===== config.mk =====
export PLATFORM = sky130hd
export DESIGN_NAME = tea_csr
export DESIGN_NICKNAME = d
export VERILOG_FILES = /design/src/hw/rtl/tea_pkg.sv /design/src/hw/rtl/tea_csr.sv
export SDC_FILE = /design/constraint.sdc
export NUM_CORES = 1
export LEC_CHECK = 0
export ABC_AREA = 1
export BUFFER_PORTS_ARGS = -buffer_cell sky130_fd_sc_hd__buf_2
export CAP_MARGIN = 20
export CORE_MARGIN = 1
export CORE_UTILIZATION = 53
export CTS_CLUSTER_DIAMETER = 100
export DETAILED_ROUTE_END_ITERATION = 16
export PLACE_DENSITY = 0.93
export SYNTH_ARGS = -nofsm -noshare
export SYNTH_HDL_FRONTEND = slang
export SYNTH_SLANG_ARGS = --single-unit

===== constraint.sdc =====
create_clock -name clock -period 2 [get_ports clock]
set_input_delay 0.3 -clock clock [delete_from_list [all_inputs] [get_ports clock]]
set_output_delay 0.3 -clock clock [all_outputs]
set_load 0.01 [all_outputs]

===== src/hw/rtl/tea_pkg.sv =====
// Shared types and constants for the TEA block cipher pipeline.
`default_nettype none

package tea_pkg;

   localparam logic [31:0] TEA_DELTA = 32'h9e3779b9;

   localparam int CSR_ADDR_WIDTH = 4;

   // Register index codes (byte address bits 3:2)
   localparam logic [1:0] CSR_KEY_WORD0 = 2'd0;
   localparam logic [1:0] CSR_KEY_WORD1 = 2'd1;
   localparam logic [1:0] CSR_KEY_WORD2 = 2'd2;
   localparam logic [1:0] CSR_KEY_WORD3 = 2'd3;

   localparam logic [31:0] KEY_WORD0_RESET = 32'h30f6fe55;
   localparam logic [31:0] KEY_WORD1_RESET = 32'hc10bbf62;
   localparam logic [31:0] KEY_WORD2_RESET = 32'h347cb3c9;
   localparam logic [31:0] KEY_WORD3_RESET = 32'hfb293e97;

   typedef struct packed {
      logic [31:0] word0;
      logic [31:0] word1;
      logic [31:0] word2;
      logic [31:0] word3;
   } tea_key_type;

   typedef struct packed {
      logic        decrypt;
      logic [31:0] v0;
      logic [31:0] v1;
   } tea_item_type;

endpackage

`default_nettype wire


===== src/hw/rtl/tea_csr.sv =====
// Key register file behind the APB-style configuration port.
`default_nettype none

module tea_csr (
   input  wire logic                               clock,
   input  wire logic                               reset,
   input  wire logic                               csr_psel,
   input  wire logic                               csr_penable,
   input  wire logic                               csr_pwrite,
   input  wire logic [tea_pkg::CSR_ADDR_WIDTH-1:0] csr_paddr,
   input  wire logic [31:0]                        csr_pwdata,
   output logic [31:0]                             csr_prdata,
   output logic                                    csr_pready,
   output tea_pkg::tea_key_type                    key
);
   import tea_pkg::*;

   tea_key_type key_ff;
   tea_key_type key_in;
   logic [1:0]  index;
   logic        write_en;

   assign index      = csr_paddr[3:2];
   assign write_en   = csr_psel & csr_penable & csr_pwrite;
   assign csr_pready = 1'b1;
   assign key        = key_ff;

   always_comb begin
      key_in = key_ff;
      if (write_en) begin
         unique case (index)
            CSR_KEY_WORD0: key_in.word0 = csr_pwdata;
            CSR_KEY_WORD1: key_in.word1 = csr_pwdata;
            CSR_KEY_WORD2: key_in.word2 = csr_pwdata;
            CSR_KEY_WORD3: key_in.word3 = csr_pwdata;
         endcase
      end
   end

   always_comb begin
      unique case (index)
         CSR_KEY_WORD0: csr_prdata = key_ff.word0;
         CSR_KEY_WORD1: csr_prdata = key_ff.word1;
         CSR_KEY_WORD2: csr_prdata = key_ff.word2;
         CSR_KEY_WORD3: csr_prdata = key_ff.word3;
      endcase
   end

   always_ff @(posedge clock) begin
      if (reset) begin
         key_ff.word0 <= KEY_WORD0_RESET;
         key_ff.word1 <= KEY_WORD1_RESET;
         key_ff.word2 <= KEY_WORD2_RESET;
         key_ff.word3 <= KEY_WORD3_RESET;
      end else begin
         key_ff <= key_in;
      end
   end

endmodule

`default_nettype wire


==> results.sh, run 1 <==
export IMPL_status="finished clean"
export IMPL_post_route_min_period_ns=1.62
export IMPL_antenna_found_initial=0
export IMPL_timing_fmax_mhz=619
export IMPL_cp_slowest_cell="buf_4"
export IMPL_yosysMostFrequentCell="nand2_1"
export IMPL_min_period_over_period_pct=80.8
export IMPL_critical_path_endpoint_type="primary output"
export IMPL_synth_mux_area_share_pct=0
export IMPL_slew_limit_headroom_pct=61.3
export IMPL_finalMaxSlewViolations=0
export IMPL_maxCapViolCount=0
export IMPL_syn_inst=837
export IMPL_setup_tns_ns=0
export IMPL_ys_warnings_count=0
export IMPL_ant_nets=0
export IMPL_cp_num_buf_inv=3
export IMPL_firstDrtPassIters=8
export IMPL_grt_max_degree=129
export IMPL_setup_viol=0
export IMPL_hold_path_class="input port to flop"
export IMPL_finalNetCount=1063
export IMPL_grt_pass1_vias=5898
export IMPL_numClockSinks=128
export IMPL_synth_top_flop_cell="dfxtp_1"
export IMPL_peakVddDrop_uv=543
export IMPL_cts_root_buf="clkbuf_8"
export IMPL_worstSetupPathType="input port to primary output"
export IMPL_post_cts_buffers=0
export IMPL_synth_compound_area_share_pct=0
export IMPL_ys_top_cells_by_area="dfxtp_1, nand2_1, nand3_1"
export IMPL_largest_reg_flops=128
export IMPL_drive_gt1_share_pct=25.6
export IMPL_worstPathRequired_ns=1.70
export IMPL_hold_buffers=0
export IMPL_avgSynthCellArea_um2=6.58
export IMPL_totalWireLength_mm=17.5
export IMPL_cts_resized_gates=0
export IMPL_crit_path_cell_trace="buf_2, nor2_4, buf_4, nand2_1, nand4_1, buf_2"
export IMPL_cpPeakStageDelay_ns=0.26
export IMPL_num_io_pins=202
export IMPL_track_usage_pct=32.4
export IMPL_cp_start_kind="input port"
export IMPL_synthArstFlopShare_pct=0
export IMPL_vias=6242
export IMPL_dieWidth_um=104
export IMPL_synth_top_family_by_area="simple AND/OR/NAND/NOR gates"
export IMPL_area_delta_synth_final_pct=34.3
export IMPL_critical_path_most_common_cell="buf_2"
export IMPL_drc=0
export IMPL_seq_area_frac_synth_pct=46.5
export IMPL_synth_xor_area_share_pct=0
export IMPL_gp_congestion=0.818
export IMPL_grt_setup_unrepaired="false"
export IMPL_wl_per_cell_um=15.0
export IMPL_synth_seq_cells=128
export IMPL_clkLatencyLatePin_ns=0.50
export IMPL_crit_family="buffers and inverters"
export IMPL_yosys_area_top_type="dfxtp_1"
export IMPL_synth_simple_area_share_pct=46.6
export IMPL_p_leak_nw=3.71
export IMPL_path_clk_slew_ns=0.06
export IMPL_worst_pin_slew_ns=0.580
export IMPL_crit_fanout=12
export IMPL_cp_arrival_ns=1.32
export IMPL_synth_edf_count=0
export IMPL_cts_buffers=17
export IMPL_rows=36
export IMPL_cts_max_level=4
export IMPL_ctsLongestPathBuffers=2
export IMPL_numPortBuffers=198
export IMPL_grt_pass1_wl_mm=28.3
export IMPL_skew_ns=0
export IMPL_antenna_cells=0
export IMPL_synth_adder_area_share_pct=0
export IMPL_drtIter0Drc=570
export IMPL_dieHeight_um=104
export IMPL_viasPerCell=5.34
export IMPL_die_area_mm2=0.0108
export IMPL_core_mm2=0.00991
export IMPL_start_util_pct=55.6
export IMPL_hold_violations=0
export IMPL_cts_tree="yes"
export IMPL_synth_area_mm2=0.00551
export IMPL_synth_top_area_share_pct=46.5
export IMPL_overflow=0
export IMPL_hpwl_mm=11.2
export IMPL_finalPower_mw=6.78
export IMPL_syn_num_nets=878
export IMPL_synth_cell_types=13
export IMPL_powerDensity_mw_per_mm2=916
export IMPL_synth_commonest_cells="nand2_1, nand3_1, dfxtp_1"
==> cell families after synthesis <==
family | Yosys count
DFF | 128
buffers and inverters | 90
other | 1
and+or+nand+nor | 618
==> final timing paths <==
kind                            depth (start not counted)       endpoint  slack [ns]      startpoint
worst min register to register                          2       key[117]        0.48        key[117]
worst min-delay path                                    3        key[25]        0.03  csr_pwdata[25]
worst max-delay path                                    6  csr_prdata[2]        0.38    csr_paddr[3]
worst max register to register                          2        key[46]        1.37         key[46]
==> report_power, final <==
part	internal (mW)	total [mW]	switching [mW]
clock	2.32	3.48	1.15
sequential	2.61	2.65	0.0455
combinational	0.234	0.648	0.414
==> worst min-delay path: stages <==
cell     delay (ns)
buf_2          0.09
nand2_1        0.04
nand3_1        0.06
==> per-layer routing <==
layer	vias up	part of all wire (%)	global-route usage, %
met2	336	49	54.1
met4	0	2.4	15.1
met5	-	0	0
met3	39	8.7	6.83
met1	2858	40	40.0
li1	3009	-	-
==> layout make-up <==
type,count,area [um2]
clock buffers,20,435
clock inverters,12,230
fillers,800,2510
inverters,34,129
multi-input cells,619,2630
flip-flops and latches,128,2560
well taps,133,166
repair buffers,222,1250
==> placed cells by master, fill, tap and decap left out <==
master / count
nor2_4: 8
clkbuf_16: 16
bufinv_16: 6
clkinvlp_4: 2
buf_4: 18
dfxtp_1: 128
buf_2: 198
nor2_1: 112
nand4_1: 32
clkbuf_8: 2
nand3_1: 129
nand2_1: 336
inv_6: 2
clkinv_2: 1
clkinv_4: 2
buf_12: 6
conb_1: 1
inv_1: 30
clkbuf_1: 2
nand2_2: 1
inv_2: 3
==> through the flow <==
stage	hold WS, ns	setup slack, ns	cells	cell area, um2	util [%]
6_report	0.0254	0.384	1168	7400	74.6
5_1_grt	0.0160	0.309	1168	7400	74.6
4_1_cts	0.00710	0.391	1168	7400	74.6
3_5_place_dp	0.461	0.265	1136	6730	67.9
3_3_place_gp	0.459	0.324	1136	6730	67.9
2_1_floorplan	0.426	0.649	837	5510	-
(Power assumes the default switching activity.)
==> inputs of run 2 (changes only) <==
CORE_UTILIZATION = 45   (was 53)
PLACE_DENSITY = 0.85   (was 0.93)
clock period = 1.31 ns   (was 2 ns; I/O delays follow)
==> run 2 against run 1 <==
Net effect:
- count of clock-buffer cells in the layout rose by 3
- utilization fell by 8.4 points
- clock skew did not move
- register-to-register slack got worse by 0.78 ns
- clock power rose by 38%
- design area rose by 7.1%
- via count rose by 2.6%
- critical path type is now flop to primary output
- largest cell class unchanged
==> results.sh, run 2 (synthesis results as in run 1) <==
export IMPL_rows=40
export IMPL_overflow=0
export IMPL_placed_area_mm2=0.00702
export IMPL_grt_max_degree=66
export IMPL_track_usage_pct=29.1
export IMPL_largest_reg_flops=128
export IMPL_totalWireLength_mm=18.7
export IMPL_setup_tns_ns=0
export IMPL_die_area_mm2=0.0127
export IMPL_finalPower_mw=10.0
export IMPL_path_clk_slew_ns=0.06
export IMPL_cp_arrival_ns=1.10
export IMPL_peakVddDrop_uv=607
export IMPL_maxCapViolCount=0
export IMPL_final_common_cell="nand2_1"
export IMPL_p_leak_nw=3.93
export IMPL_grt_pass1_wl_mm=28.6
export IMPL_reg2reg_slack_ns=0.59
export IMPL_area_delta_synth_final_pct=43.8
export IMPL_finalMaxSlewViolations=0
export IMPL_grt_pass1_vias=5573
export IMPL_final_area_mm2=0.00792
export IMPL_gp_congestion=0.773
export IMPL_crit_fanout=3
export IMPL_dieWidth_um=113
export IMPL_powerDensity_mw_per_mm2=1260
export IMPL_core_mm2=0.0120
export IMPL_finalNetCount=1097
export IMPL_min_period_over_period_pct=99.1
export IMPL_worstHoldEndpoint="key[25]"
export IMPL_drive_gt1_share_pct=30.2
export IMPL_clkLatencyLatePin_ns=0.41
export IMPL_cts_max_level=4
export IMPL_viasPerCell=5.27
export IMPL_setup_viol=0
export IMPL_drtIter0Drc=658
export IMPL_status="finished clean"
export IMPL_worstSetupPathType="flop to primary output"
export IMPL_cts_buffers=17
export IMPL_layout_setup_ws_ns=0.0113
export IMPL_num_io_pins=202
export IMPL_hold_path_class="input port to flop"
export IMPL_numClockSinks=128
export IMPL_cts_tree="yes"
export IMPL_skew_ns=0
export IMPL_most_common_layout_cells="nand2_1, buf_2, nand3_1"
export IMPL_drc=0
export IMPL_worstHoldStart="csr_pwdata[25]"
export IMPL_vias=6407
export IMPL_whs_path_depth=3
export IMPL_worstPathRequired_ns=1.11
export IMPL_grt_setup_unrepaired="true"
export IMPL_r2r_start="key[71]"
export IMPL_start_util_pct=46.0
export IMPL_post_route_min_period_ns=1.30
export IMPL_r2r_worst_path_cells=3
export IMPL_cp_start_kind="flop"
export IMPL_numPortBuffers=198
export IMPL_antenna_cells=0
export IMPL_critical_path_endpoint_type="primary output"
export IMPL_ant_nets=0
export IMPL_pre_cts_ws_ns=-0.0388
export IMPL_hold_violations=0
export IMPL_hpwl_mm=11.7
export IMPL_cts_root_buf="clkbuf_16"
export IMPL_ctsLongestPathBuffers=2
export IMPL_dieHeight_um=113
export IMPL_antenna_found_initial=0
export IMPL_timing_fmax_mhz=770
export IMPL_firstDrtPassIters=6
export IMPL_r2r_end="key[71]"
export IMPL_wl_per_cell_um=15.4
## run 2: cell count changes in the layout (fill, tap and decap cells not counted), sizes merged
cell,previous run,this run
clkinv,3,5
bufinv,6,3
inv,35,33
bufbuf,0,1
clkbuf,20,24
buf,222,254
## run 2: critical path, cell delays in order, from the launching register on
cell and delay (ns):
dfxtp_2 0.33, nand2_1 0.07, nand4_1 0.12, buf_2 0.17
## run 2: metrics by stage
| stage | cells | util [%] | hold WS, ns |
|---|---|---|---|
| finish | 1216 | 66.2 | 0.0124 |
| global route | 1216 | 66.2 | 0.0152 |
| CTS | 1207 | 65.0 | 0.00308 |
| detailed placement | 1166 | 58.7 | 0.429 |
| global placement | 1166 | 58.7 | 0.421 |
| floorplan | 837 | - | 0.323 |
## run 2: layer usage
layer	vias to the layer above	global-route usage, %	wire length [um]
met5	-	0	0
met4	0	13.2	439
li1	3085	-	-
met3	40	5.89	1330
met1	2954	36.3	7840
met2	328	48.3	9140
## run 2: cell type report
class,instances,area (um2)
Sequential cell,128,2590
Tap cell,147,184
Timing Repair Buffer,256,1780
Clock buffer,23,468
Clock inverter,9,133
Inverter,34,139
Multi-Input combinational cell,619,2630
Fill cell,1021,4040
## run 2: worst max-delay path by stage
stage                 startpoint        endpoint  slack (ns)  cells after the start
floorplan           csr_paddr[3]   csr_prdata[0]        0.17                      4
global placement    csr_paddr[2]  csr_prdata[16]      -0.005                      7
detailed placement  csr_paddr[2]  csr_prdata[16]       -0.04                      7
CTS                 csr_paddr[3]  csr_prdata[13]       0.001                      9
global route             key[25]  csr_prdata[25]       -0.02                      3
finish                   key[25]  csr_prdata[25]        0.01                      3
## run 2: where the power goes
group / internal (mW) / switching, mW / leakage, nW
clock: 3.09 / 1.70 / 0.287
combinational: 0.485 / 0.674 / 2.61
sequential: 3.99 / 0.0694 / 1.03
total: 7.56 / 2.44 / 3.93
## run 2: repair_timing
item	CTS	global route
hold buffers	0	0
endpoints found under the setup margin	25	31
buffers inserted	7	8
pin swaps	3	5
cloned	2	1
resized for setup	9	33
