### src/hw/rtl/tea_pkg.sv
// Shared types and constants for the TEA block cipher pipeline.
`default_nettype none

package tea_pkg;

   localparam logic [31:0] TEA_DELTA = 32'h9e3779b9;

   localparam int CSR_ADDR_WIDTH = 4;

   // Register index codes (byte address bits 3:2)
   localparam logic [1:0] CSR_KEY_WORD0 = 2'd0;
   localparam logic [1:0] CSR_KEY_WORD1 = 2'd1;
   localparam logic [1:0] CSR_KEY_WORD2 = 2'd2;
   localparam logic [1:0] CSR_KEY_WORD3 = 2'd3;

   localparam logic [31:0] KEY_WORD0_RESET = 32'h30f6fe55;
   localparam logic [31:0] KEY_WORD1_RESET = 32'hc10bbf62;
   localparam logic [31:0] KEY_WORD2_RESET = 32'h347cb3c9;
   localparam logic [31:0] KEY_WORD3_RESET = 32'hfb293e97;

   typedef struct packed {
      logic [31:0] word0;
      logic [31:0] word1;
      logic [31:0] word2;
      logic [31:0] word3;
   } tea_key_type;

   typedef struct packed {
      logic        decrypt;
      logic [31:0] v0;
      logic [31:0] v1;
   } tea_item_type;

endpackage

`default_nettype wire

### src/hw/rtl/tea_round_stage.sv
// One half-round of TEA followed by its pipeline register.
`default_nettype none

module tea_round_stage #(
   parameter logic [31:0] SUM_ENC = 32'h0,
   parameter logic [31:0] SUM_DEC = 32'h0,
   parameter bit          SECOND  = 1'b0
) (
   input  wire logic                  clock,
   input  wire logic                  reset,
   input  wire logic                  advance,
   input  wire logic                  in_valid,
   input  wire tea_pkg::tea_item_type in_item,
   input  wire tea_pkg::tea_key_type  key,
   output logic                       out_valid,
   output tea_pkg::tea_item_type      out_item
);
   import tea_pkg::*;

   logic         valid_ff;
   logic         valid_in;
   tea_item_type item_ff;
   tea_item_type item_in;

   logic         upd_v0;
   logic [31:0]  src;
   logic [31:0]  dst;
   logic [31:0]  sum;
   logic [31:0]  ka;
   logic [31:0]  kb;
   logic [31:0]  term_a;
   logic [31:0]  term_b;
   logic [31:0]  term_c;
   logic [31:0]  mix;
   logic [31:0]  dst_new;

   // Encrypt updates v0 first, decrypt undoes v1 first.
   assign upd_v0 = (SECOND == in_item.decrypt);
   assign src    = upd_v0 ? in_item.v1 : in_item.v0;
   assign dst    = upd_v0 ? in_item.v0 : in_item.v1;
   assign ka     = upd_v0 ? key.word0 : key.word2;
   assign kb     = upd_v0 ? key.word1 : key.word3;
   assign sum    = in_item.decrypt ? SUM_DEC : SUM_ENC;

   assign term_a  = (src << 4) + ka;
   assign term_b  = src + sum;
   assign term_c  = (src >> 5) + kb;
   assign mix     = term_a ^ term_b ^ term_c;
   assign dst_new = in_item.decrypt ? (dst - mix) : (dst + mix);

   always_comb begin
      item_in = item_ff;
      valid_in = valid_ff;
      if (advance) begin
         valid_in        = in_valid;
         item_in.decrypt = in_item.decrypt;
         item_in.v0      = upd_v0 ? dst_new : in_item.v0;
         item_in.v1      = upd_v0 ? in_item.v1 : dst_new;
      end
   end

   always_ff @(posedge clock) begin
      if (reset) begin
         valid_ff <= 1'b0;
      end else begin
         valid_ff <= valid_in;
      end
   end

   always_ff @(posedge clock) begin
      item_ff <= item_in;
   end

   assign out_valid = valid_ff;
   assign out_item  = item_ff;

endmodule

`default_nettype wire

### config.mk
export PLATFORM = sky130hd
export DESIGN_NAME = tea_round_stage
export DESIGN_NICKNAME = d
export VERILOG_FILES = /design/src/hw/rtl/tea_pkg.sv /design/src/hw/rtl/tea_round_stage.sv
export SDC_FILE = /design/constraint.sdc
export NUM_CORES = 1
export LEC_CHECK = 0
export ABC_AREA = 1
export BUFFER_PORTS_ARGS = -buffer_cell sky130_fd_sc_hd__buf_2
export CORE_UTILIZATION = 40
export CTS_CLUSTER_SIZE = 20
export DETAILED_ROUTE_END_ITERATION = 12
export PLACE_DENSITY_LB_ADDON = 0.2
export SLEW_MARGIN = 5
export SYNTH_ARGS = -nofsm -noshare
export SYNTH_HDL_FRONTEND = slang
export SYNTH_SLANG_ARGS = --single-unit
export TNS_END_PERCENT = 50
### constraint.sdc
create_clock -name clock -period 11.5 [get_ports clock]
set_input_delay 1.725 -clock clock [delete_from_list [all_inputs] [get_ports clock]]
set_output_delay 1.725 -clock clock [all_outputs]
set_load 0.01 [all_outputs]
==> results of run 1 <==
## metal layers
layer,vias up,global-route usage,share of wire
met1,6154,0.378,0.47
met4,0,0.0844,0.026
met2,437,0.458,0.44
met5,-,0,0
li1,7203,-,-
met3,54,0.0305,0.061
## final cells by class
cell class,count,area [um2],area share
clock buffer,11,233,0.0167
inverter,289,1090,0.0781
tap,390,488,0.0350
clock inverter,5,103,0.00735
sequential,66,1970,0.141
multi-input combinational,1726,8710,0.624
timing repair buffer,266,1360,0.0974
## metrics by stage
step           cells  utilization  hold WS (ps)  area [um2]  power (mW)
2_1_floorplan   2123            -           528       12000        1.38
3_3_place_gp    2737        0.460           477       13600        1.77
3_5_place_dp    2737        0.460           488       13600        1.78
4_1_cts         2753        0.471           503       14000        2.10
5_1_grt         2753        0.471           607       14000        2.31
6_report        2753        0.471           505       14000        2.10
## layout by cell type, fill, tap and decap left out, types with 7 or more instances in the layout
master | Yosys | routed
xnor2_1 | 35 | 35
edfxtp_1 | 65 | 65
nor2_1 | 147 | 147
xor2_1 | 50 | 50
o21bai_1 | 20 | 20
nand3_1 | 137 | 137
nor2_2 | 10 | 10
o21ai_2 | 12 | 12
nand2_2 | 31 | 31
inv_1 | 283 | 283
nand4_1 | 21 | 21
nor3_1 | 17 | 17
ha_1 | 86 | 86
nand3b_1 | 18 | 18
or2_2 | 11 | 11
clkbuf_16 | 0 | 9
o21ai_0 | 93 | 93
buf_2 | 2 | 261
nand2_1 | 906 | 906
a21oi_1 | 79 | 79
o21ai_1 | 7 | 7
## how the worst max path moves through the flow
stage / to / slack, ps / from
CTS: out_item[30] / 3830 / in_item[64]
global route: out_item[30] / 3140 / in_item[64]
global placement: out_item[30] / 3610 / in_item[64]
floorplan: out_item[30] / 4770 / in_item[64]
finish: out_item[27] / 3760 / in_item[64]
detailed placement: out_item[30] / 3480 / in_item[64]
## cell families after synthesis
group | Yosys count | synth area share
AND/OR/NAND/NOR | 1318 | 0.458
buffers and inverters | 331 | 0.112
AO/OA/AOI/OAI | 231 | 0.108
adder cells (fa/ha/maj) | 89 | 0.0944
XOR/XNOR | 85 | 0.0619
flip-flops | 66 | 0.164
multiplexers | 3 | 0.00250
## flip-flops by register name (all words and copies together), names as in the netlist
| name | cells |
|---|---|
| out_valid | 1 |
| out_item | 65 |
## worst max-delay path, delay by kind of cell
family                   cells  cell delay [ps]
AND/OR/NAND/NOR             17             2840
XOR/XNOR                     1              180
adder cells (fa/ha/maj)      2              790
buffers and inverters        3             1200
AO/OA/AOI/OAI                6              890
## report_power, final
group          internal, mW  switching (mW)  total, mW
clock network         0.211          0.0984      0.310
logic                 0.493           0.932       1.43
registers             0.356          0.0137      0.369
total                  1.06            1.04       2.10
==> metrics.md, run 1 <==
| Metric | Value |
|---|---|
| Setup-failing EPs final | 0 |
| Fin crit period | between 7000 and 8000 ps |
| CTS clk-pin slew, worst paths | about 50 ps |
| Worst setup slack after layout | between 3000 and 4000 ps |
| LEAKAGE | around 8 nW |
| Period utilization | 0.673 |
| Area share of the largest cell type after synthesis | 0.283 |
| Placer Congestion | 1.01 |
| Hold Fails Final Rpt | 0 |
| Antenna violations before repair | 0 |
| Area Overhead vs Synth | 16.0% |
| Status | finished clean |
| Setup bufs post-CTS | 0 |
| Worst-margin pin slew | between 800 and 900 ps |
| Hold-fix buffers at CTS | 0 |
| Final net count | 2,644 |
| Post-synth top cells | nand2_1 (906), inv_1 (283), nor2_1 (147) |
| Share of cells above drive strength 1 | 0.154 |
| CP max-delay cell | nor3_1 |
| WP data required | roughly 12,000 ps |
| Clock root cell | clkbuf_16 |
| Core area | between 0.02 and 0.03 mm2 |
| HP Start | out_valid |
| Hold Crit Endpoint | out_valid |
| Wirelength per Cell | around 16 um |
| Buffers on Ports | 262 |
| Global route overflow | 0 |
| First-pass DRT Iterations | 5 |
| DP Worst Slack | 3480 ps |
| FP Rows | 63 |
| Clock Skews | 0 ps |
| Post-DP HPWL | around 37,000 um |
| Most instantiated library cell after synthesis | nand2_1 |
| First-pass GRT wire length | 66,000 um |
| Clock H-tree levels | 3 |
| Cell Area, Synth | ~0.012 mm2 |
| Starting density of the core | 0.406 |
| Max-Cap Viols | 0 |
| CP arrival | just under 8000 ps |
| RSZ-0062 raised after global routing | no |
| Max Freq | 129 MHz |
| Max Slew Vio Count | 0 |
| Vias/cell | a little over 5 |
| Pwr/cell area | roughly 150 mW/mm2 |
| Largest net degree at the start of global routing | between 100 and 150 |
| HP Class | reg2reg |
| Synth cell types | 47 |
| Top FF cell, synth | edfxtp_1 |
| Vias | approximately 14k |
| GRT Overall Usage | 0.278 |
| Total CTS buffers | 9 |
| Synth warn | 0 |
| Yosys top cell by area | nand2_1 |
| Post-synthesis sequential area ratio | 0.164 |
| Most used cell along the critical path | nand2_1 |
| IO Count | about 260 |
| Die ar. | slightly above 0.03 mm2 |
| CTS tree | yes |
| Setup TNS | 0 ps |
| Syn nets | 2,409 |
| FF+latch count, synth | 66 |
| R2r worst-path depth | 2 |
| Clk sink count | 66 |
| Hold depth | 2 |
| RR Endpoint | out_valid |
| Latest clock arrival within the worst-skew pair | roughly 340 ps |
| CP Class | in2reg |
| Critical path capture point type | flop |
| Post-cts sizing count | 0 |
| Worst relative slew slack | 0.448 |
| Die height | between 150 and 200 um |
| Clk buf depth | 2 |
| Post-Route WL | 43,000 um |
| Syn_area_per_cell | ~5.7 um2 |
| Number of synthesized flops with an enable pin | 65 |
| Largest fanout on the critical path | 85 |
| Drt drc | 0 |
| Reg-to-Reg Start | out_valid |
| Die W | 175 um |
| Max incr delay on CP | 530 ps |
| Synth async-reset ratio | 0 |
| Maximum vdd drop | 0.0610 mV |
| Reg-to-reg slack, setup | 10,890 ps |
| Number of global-route vias before repair | 12.7k |
| Layout fillers | roughly 3.2k |
| Mapped Cells | roughly 2.1k |
| Largest cells by area after synthesis | nand2_1 (28%), edfxtp_1 (16%), ha_1 (8.9%) |
| Startpoint Class | input pin |
| Final ANT Viol Nets | 0 |
| Antenna diodes | 0 |
| Initial drt markers | 854 |
(Power assumes the default switching activity.)
==> inputs of run 2 (changes only) <==
==> constraint.sdc (replaced) <==
create_clock -name clock -period 7.4 [get_ports clock]
set_input_delay 1.11 -clock clock [delete_from_list [all_inputs] [get_ports clock]]
set_output_delay 1.11 -clock clock [all_outputs]
set_load 0.01 [all_outputs]
==> run 2 against run 1 <==
Utilization grew 0.37 points. Sequential power is 56% higher. Worst setup slack lost 2800 ps. Critical endpoint is now out_item[30]. Largest power group unchanged.
==> metrics.md, run 2 (synthesis results as in run 1) <==
| Metric | Value |
|---|---|
| Grt met3 use | 0.0236 (-0.00693) |
| CP max-delay cell | fa_1 |
| Largest net degree at the start of global routing | 92 (-19%) |
| Placer Congestion | 1.03 (+1.4%) |
| Max incr delay on CP | 390 ps (-140 ps) |
| Max reg flops | 65 (unchanged) |
| CTS tree | yes |
| R2r worst-path depth | 2 (unchanged) |
| HP Start | out_valid |
| Most common cell after layout, fill and taps aside | nand2_1 |
| Wirelength per Cell | 15.5 um (-0.85%) |
| Fin crit period | between 6000 and 7000 ps |
| Number of global-route vias before repair | 12.8k (+0.60%) |
| Grt met1 use | 0.367 (-0.0116) |
| Global route overflow | 0 (unchanged) |
| Clk buf depth | 2 (unchanged) |
| FP Rows | 63 (unchanged) |
| First-pass GRT wire length | 65,600 um (-0.62%) |
| Die ar. | 0.0308 mm2 (unchanged) |
| Most frequent cells in the layout | nand2_1 (906), inv_1 (283), buf_2 (261) |
| Reg-to-Reg Start | out_valid |
| Hold Crit Endpoint | out_valid |
| Setup TNS | 0 ps (unchanged) |
| Antenna violations before repair | 0 (unchanged) |
| Post-Route WL | 42,900 um (-0.24%) |
| Most used routing layer | met2 |
| IO Count | 263 (unchanged) |
| Layout fillers | 3,210 (-0.90%) |
| Max Slew Vio Count | 0 (unchanged) |
| Hold-fix buffers at CTS | 0 (unchanged) |
| CTS clk-pin slew, worst paths | 60 ps (about the same) |
| Buffers on Ports | 262 (unchanged) |
| Vias/cell | 4.98 (-0.92%) |
| Starting density of the core | 0.406 (unchanged) |
| GRT Overall Usage | 0.277 (about the same) |
| Share of cells above drive strength 1 | 0.159 (+0.00563) |
| Core area | 0.0296 mm2 (unchanged) |
| Status | finished clean |
| Met2 Use GR | 0.466 (+0.00794) |
| LEAKAGE | 8.07 nW (+0.92%) |
| Area Overhead vs Synth | 16.9% |
| Final net count | 2,661 (+0.64%) |
| Period utilization | 0.869 |
| Antenna diodes | 0 (unchanged) |
| Post-cts sizing count | 0 (unchanged) |
| Clock Skews | 0 ps (unchanged) |
| RSZ-0062 raised after global routing | no |
| Setup-failing EPs final | 0 (unchanged) |
| Clk sink count | 66 (unchanged) |
| Hold Fails Final Rpt | 0 (unchanged) |
| CP Class | in2reg |
| First-pass DRT Iterations | 5 (unchanged) |
| Max-Cap Viols | 0 (unchanged) |
| Setup bufs post-CTS | 0 (unchanged) |
| Pwr/cell area | 229 mW/mm2 (+52%) |
| CP arrival | 6510 ps (-1300 ps) |
| Latest clock arrival within the worst-skew pair | 330 ps (about the same) |
| Clock H-tree levels | 3 (unchanged) |
| Worst relative slew slack | 0.467 (+0.0190) |
| Post-DP HPWL | 37,800 um (+1.9%) |
| Initial drt markers | 989 (+16%) |
| WP data required | 7480 ps (-4090 ps) |
| Worst-margin pin slew | 799 ps (-28.5 ps) |
| Most used cell along the critical path | nand2_1 |
| Total CTS buffers | 9 (unchanged) |
| Die height | 175 um (unchanged) |
| Hold depth | 2 (unchanged) |
| Critical path capture point type | flop |
| Vias | 13.8k (-0.30%) |
| Drt drc | 0 (unchanged) |
| Clock root cell | clkbuf_16 |
| Die W | 175 um (unchanged) |
| HP Class | reg2reg |
| Max Freq | around 160 MHz |
| DP Worst Slack | 702 ps (-2780 ps) |
| Largest fanout on the critical path | 91 (+7.1%) |
| RR Endpoint | out_valid |
| Worst setup slack after layout | 969 ps (-2790 ps) |
| Reg-to-reg slack, setup | 6800 ps (-4090 ps) |
| Final ANT Viol Nets | 0 (unchanged) |
| Maximum vdd drop | 0.105 mV (+73%) |
| Startpoint Class | input pin |
-- run 2: cell types whose count changed in the layout (fill, tap and decap cells not counted) --
cell and delta:
clkinv_4 -1, bufinv_16 -2, buf_4 +14, clkbuf_1 +2, clkinv_2 +2, buf_12 +3, clkinv_1 -1
-- run 2: worst max-delay path, delay by kind of cell --
kind	cells	cell delay (ps)
and+or+nand+nor	18	2420
buffers and inverters	4	950
adders and majority gates	2	740
xor gates and xnor gates	1	170
AOI/OAI and AO/OA	7	1100
-- run 2: worst max-delay path by stage --
stage                        end  slack, ps         from
global route        out_item[30]        300  in_item[64]
detailed placement  out_item[30]        700  in_item[64]
floorplan           out_item[30]       1290  in_item[64]
finish              out_item[30]        970  in_item[64]
CTS                 out_item[60]       1040  in_item[64]
global placement    out_item[63]        770  in_item[64]
-- run 2: per-stage QoR --
stage / util / instance area, um2 / hold WS, ps / instances / power, mW
finish: 0.475 / 14100 / 498 / 2770 / 3.22
global route: 0.475 / 14100 / 528 / 2770 / 3.52
CTS: 0.475 / 14100 / 499 / 2770 / 3.21
detailed placement: 0.465 / 13800 / 485 / 2754 / 2.80
global placement: 0.465 / 13800 / 477 / 2754 / 2.78
floorplan: - / 12000 / 528 / 2123 / 2.15
-- run 2: routing by layer --
metal  part of all wire  vias up  wire length [um]
met1               0.45     6094             19500
li1                   -     7234                 -
met5                  0        -                 0
met2               0.45      427             19200
met4              0.034        0              1470
met3              0.063       51              2680
-- run 2: layout make-up --
class | count | area [um2] | area share
Inverter | 289 | 1090 | 0.0775
Sequential cell | 66 | 1970 | 0.140
Multi-Input combinational cell | 1726 | 8710 | 0.619
Timing Repair Buffer | 283 | 1530 | 0.108
Clock buffer | 13 | 240 | 0.0171
Clock inverter | 3 | 40.0 | 0.00285
Tap cell | 390 | 488 | 0.0347
-- run 2: where the power goes --
group	switching [mW]	internal [mW]	leakage, nW
clock network	0.145	0.260	0.138
logic	1.46	0.779	7.29
registers	0.0213	0.553	0.642
total	1.62	1.59	8.07
==> inputs of run 3 (changes only) <==
--- a/config.mk
+++ b/config.mk
@@ -7,6 +7,7 @@
 export LEC_CHECK = 0
 export ABC_AREA = 1
 export BUFFER_PORTS_ARGS = -buffer_cell sky130_fd_sc_hd__buf_2
+export CORE_ASPECT_RATIO = 1.4
 export CORE_UTILIZATION = 40
 export CTS_CLUSTER_SIZE = 20
 export DETAILED_ROUTE_END_ITERATION = 12
==> run 3 against run 2 <==
Largest power group unchanged. Final cell count fell by 0.69%. Sequential share of layout area is 0.14 points higher. Critical path depth fell by 2. Worst setup slack worse by 270 ps.
==> metrics.md, run 3 (synthesis results as in run 1) <==
| Metric | Value |
|---|---|
| CP Buf/Inv Count | 3 (-1) |
| CTS clk-pin slew, worst paths | 50 ps (about the same) |
| Global route overflow | 0 (unchanged) |
| Period utilization | 0.906 (+0.0368) |
| Setup TNS | 0 ps (unchanged) |
| Setup-failing EPs final | 0 (unchanged) |
| Critical path capture point type | flop |
| Startpoint Class | input pin |
| Area Overhead vs Synth | 15.8% |
| Most frequent cells in the layout | nand2_1 (906), inv_1 (283), buf_2 (261) |
| Kind of cell adding the most delay to the critical path | simple AND/OR/NAND/NOR gates |
| Placer Congestion | 1.01 (-1.6%) |
| Core area | 0.0294 mm2 (-0.97%) |
| Max Slew Vio Count | 0 (unchanged) |
| Clock H-tree levels | 3 (unchanged) |
| Reg-to-reg slack, setup | 6820 ps (+20 ps) |
| Vias | 14.1k (+1.8%) |
| Latest clock arrival within the worst-skew pair | 330 ps (about the same) |
| Die height | 207 um (+18%) |
| LEAKAGE | 7.99 nW (-0.89%) |
| Reg-to-Reg Start | out_valid |
| CP Class | in2reg |
| Status | finished clean |
| Drt drc | 0 (unchanged) |
| Antenna violations before repair | 0 (unchanged) |
| HP Start | out_valid |
| CTS tree | yes |
| FP Rows | 74 (+17%) |
| Setup bufs post-CTS | 0 (unchanged) |
| Number of global-route vias before repair | 13.3k (+3.7%) |
| Die ar. | 0.0308 mm2 (about the same) |
| Final ANT Viol Nets | 0 (unchanged) |
| CP arrival | 6780 ps (+270 ps) |
| HP Class | reg2reg |
| Hold-fix buffers at CTS | 0 (unchanged) |
| Post-DP HPWL | 37,900 um (+0.42%) |
| Clk sink count | 66 (unchanged) |
| Clock Skews | 0 ps (unchanged) |
| CP max-delay cell | buf_4 |
| Buffers on Ports | 262 (unchanged) |
| Layout fillers | 3,181 (-0.90%) |
| Die W | 149 um (-15%) |
| Finished Core Util | 0.475 (about the same) |
| First-pass GRT wire length | 67,100 um (+2.4%) |
| Vias/cell | 5.11 (+2.5%) |
| Most common cell after layout, fill and taps aside | nand2_1 |
| Most used cell along the critical path | nand2_1 |
| IO Count | 263 (unchanged) |
| Pwr/cell area | 229 mW/mm2 (+0.25%) |
| Max incr delay on CP | 540 ps (+150 ps) |
| Clock root cell | clkbuf_16 |
| Max Freq | 149 MHz (-4.1%) |
| Starting density of the core | 0.410 (+0.00398) |
| RSZ-0062 raised after global routing | no |
| Largest net degree at the start of global routing | 77 (-16%) |
| Post-Route WL | 43,400 um (+1.3%) |
| First-pass DRT Iterations | 6 (+1) |
| Final net count | 2,652 (-0.34%) |
| Crit. Startpoint | in_item[64] |
| Post-cts sizing count | 0 (unchanged) |
| Initial drt markers | 926 (-6.4%) |
| Fin crit period | 6700 ps (+272 ps) |
| Worst-margin pin slew | 810 ps (+10.8 ps) |
| Wirelength per Cell | 15.8 um (+2.0%) |
| Maximum vdd drop | 0.142 mV (+35%) |
| Share of cells above drive strength 1 | 0.156 (-0.00277) |
| Antenna diodes | 0 (unchanged) |
| Largest fanout on the critical path | 57 (-37%) |
| Max-Cap Viols | 0 (unchanged) |
| Hold Fails Final Rpt | 0 (unchanged) |
| Worst relative slew slack | 0.460 (-0.00721) |
| WP data required | 7470 ps (about the same) |
| Total CTS buffers | 9 (unchanged) |
| Max reg flops | 65 (unchanged) |
| Clk buf depth | 2 (unchanged) |
| GRT Overall Usage | 0.282 (+0.00485) |
[run 3: cell types whose count changed in the layout (fill, tap and decap cells not counted), sizes merged]
cell,previous run,this run
buf,283,274
clkbuf,13,9
clkinv,2,5
clkinvlp,0,2
bufinv,1,0
[run 3: final timing paths]
check	end	depth (start not counted)
max	out_item[30]	30
min	out_valid	2
max reg2reg	out_valid	2
min reg2reg	out_valid	2
[run 3: stage by stage]
stage | setup slack (ps) | power [mW] | cell area [um2] | hold slack, ps | instances
floorplan | 1290 | 2.15 | 12000 | 528 | 2123
global placement | 451 | 2.78 | 13700 | 479 | 2735
detailed placement | 391 | 2.80 | 13700 | 486 | 2735
CTS | 737 | 3.18 | 13900 | 500 | 2751
global route | 76.1 | 3.50 | 13900 | 520 | 2751
finish | 697 | 3.19 | 13900 | 498 | 2751
[run 3: where the power goes]
part | internal (mW) | switching, mW
sequential | 0.553 | 0.0224
combinational | 0.775 | 1.46
clock | 0.221 | 0.156
total | 1.55 | 1.64
[run 3: final cells by class]
type / instances / area (um2) / area share
clock buffers: 9 / 225 / 0.0162
clock inverters: 7 / 36.3 / 0.00260
inverters: 289 / 1090 / 0.0782
multi-input cells: 1726 / 8710 / 0.625
flip-flops and latches: 66 / 1970 / 0.142
well taps: 380 / 475 / 0.0341
repair buffers: 274 / 1420 / 0.102
[run 3: tightest hold or removal path: cells and delay by family, from the launching register on]
| kind | cells | cell delay, ps |
|---|---|---|
| flops | 1 | 320 |
| mux | 1 | 70 |
| simple gates | 1 | 70 |
[run 3: metal layers]
| layer | GRT usage | vias up | wire, um |
|---|---|---|---|
| met5 | 0 | - | 0 |
| met4 | 0.118 | 0 | 1800 |
| met3 | 0.0181 | 84 | 2100 |
| met2 | 0.522 | 434 | 21900 |
| met1 | 0.330 | 6338 | 17600 |
| li1 | - | 7196 | - |
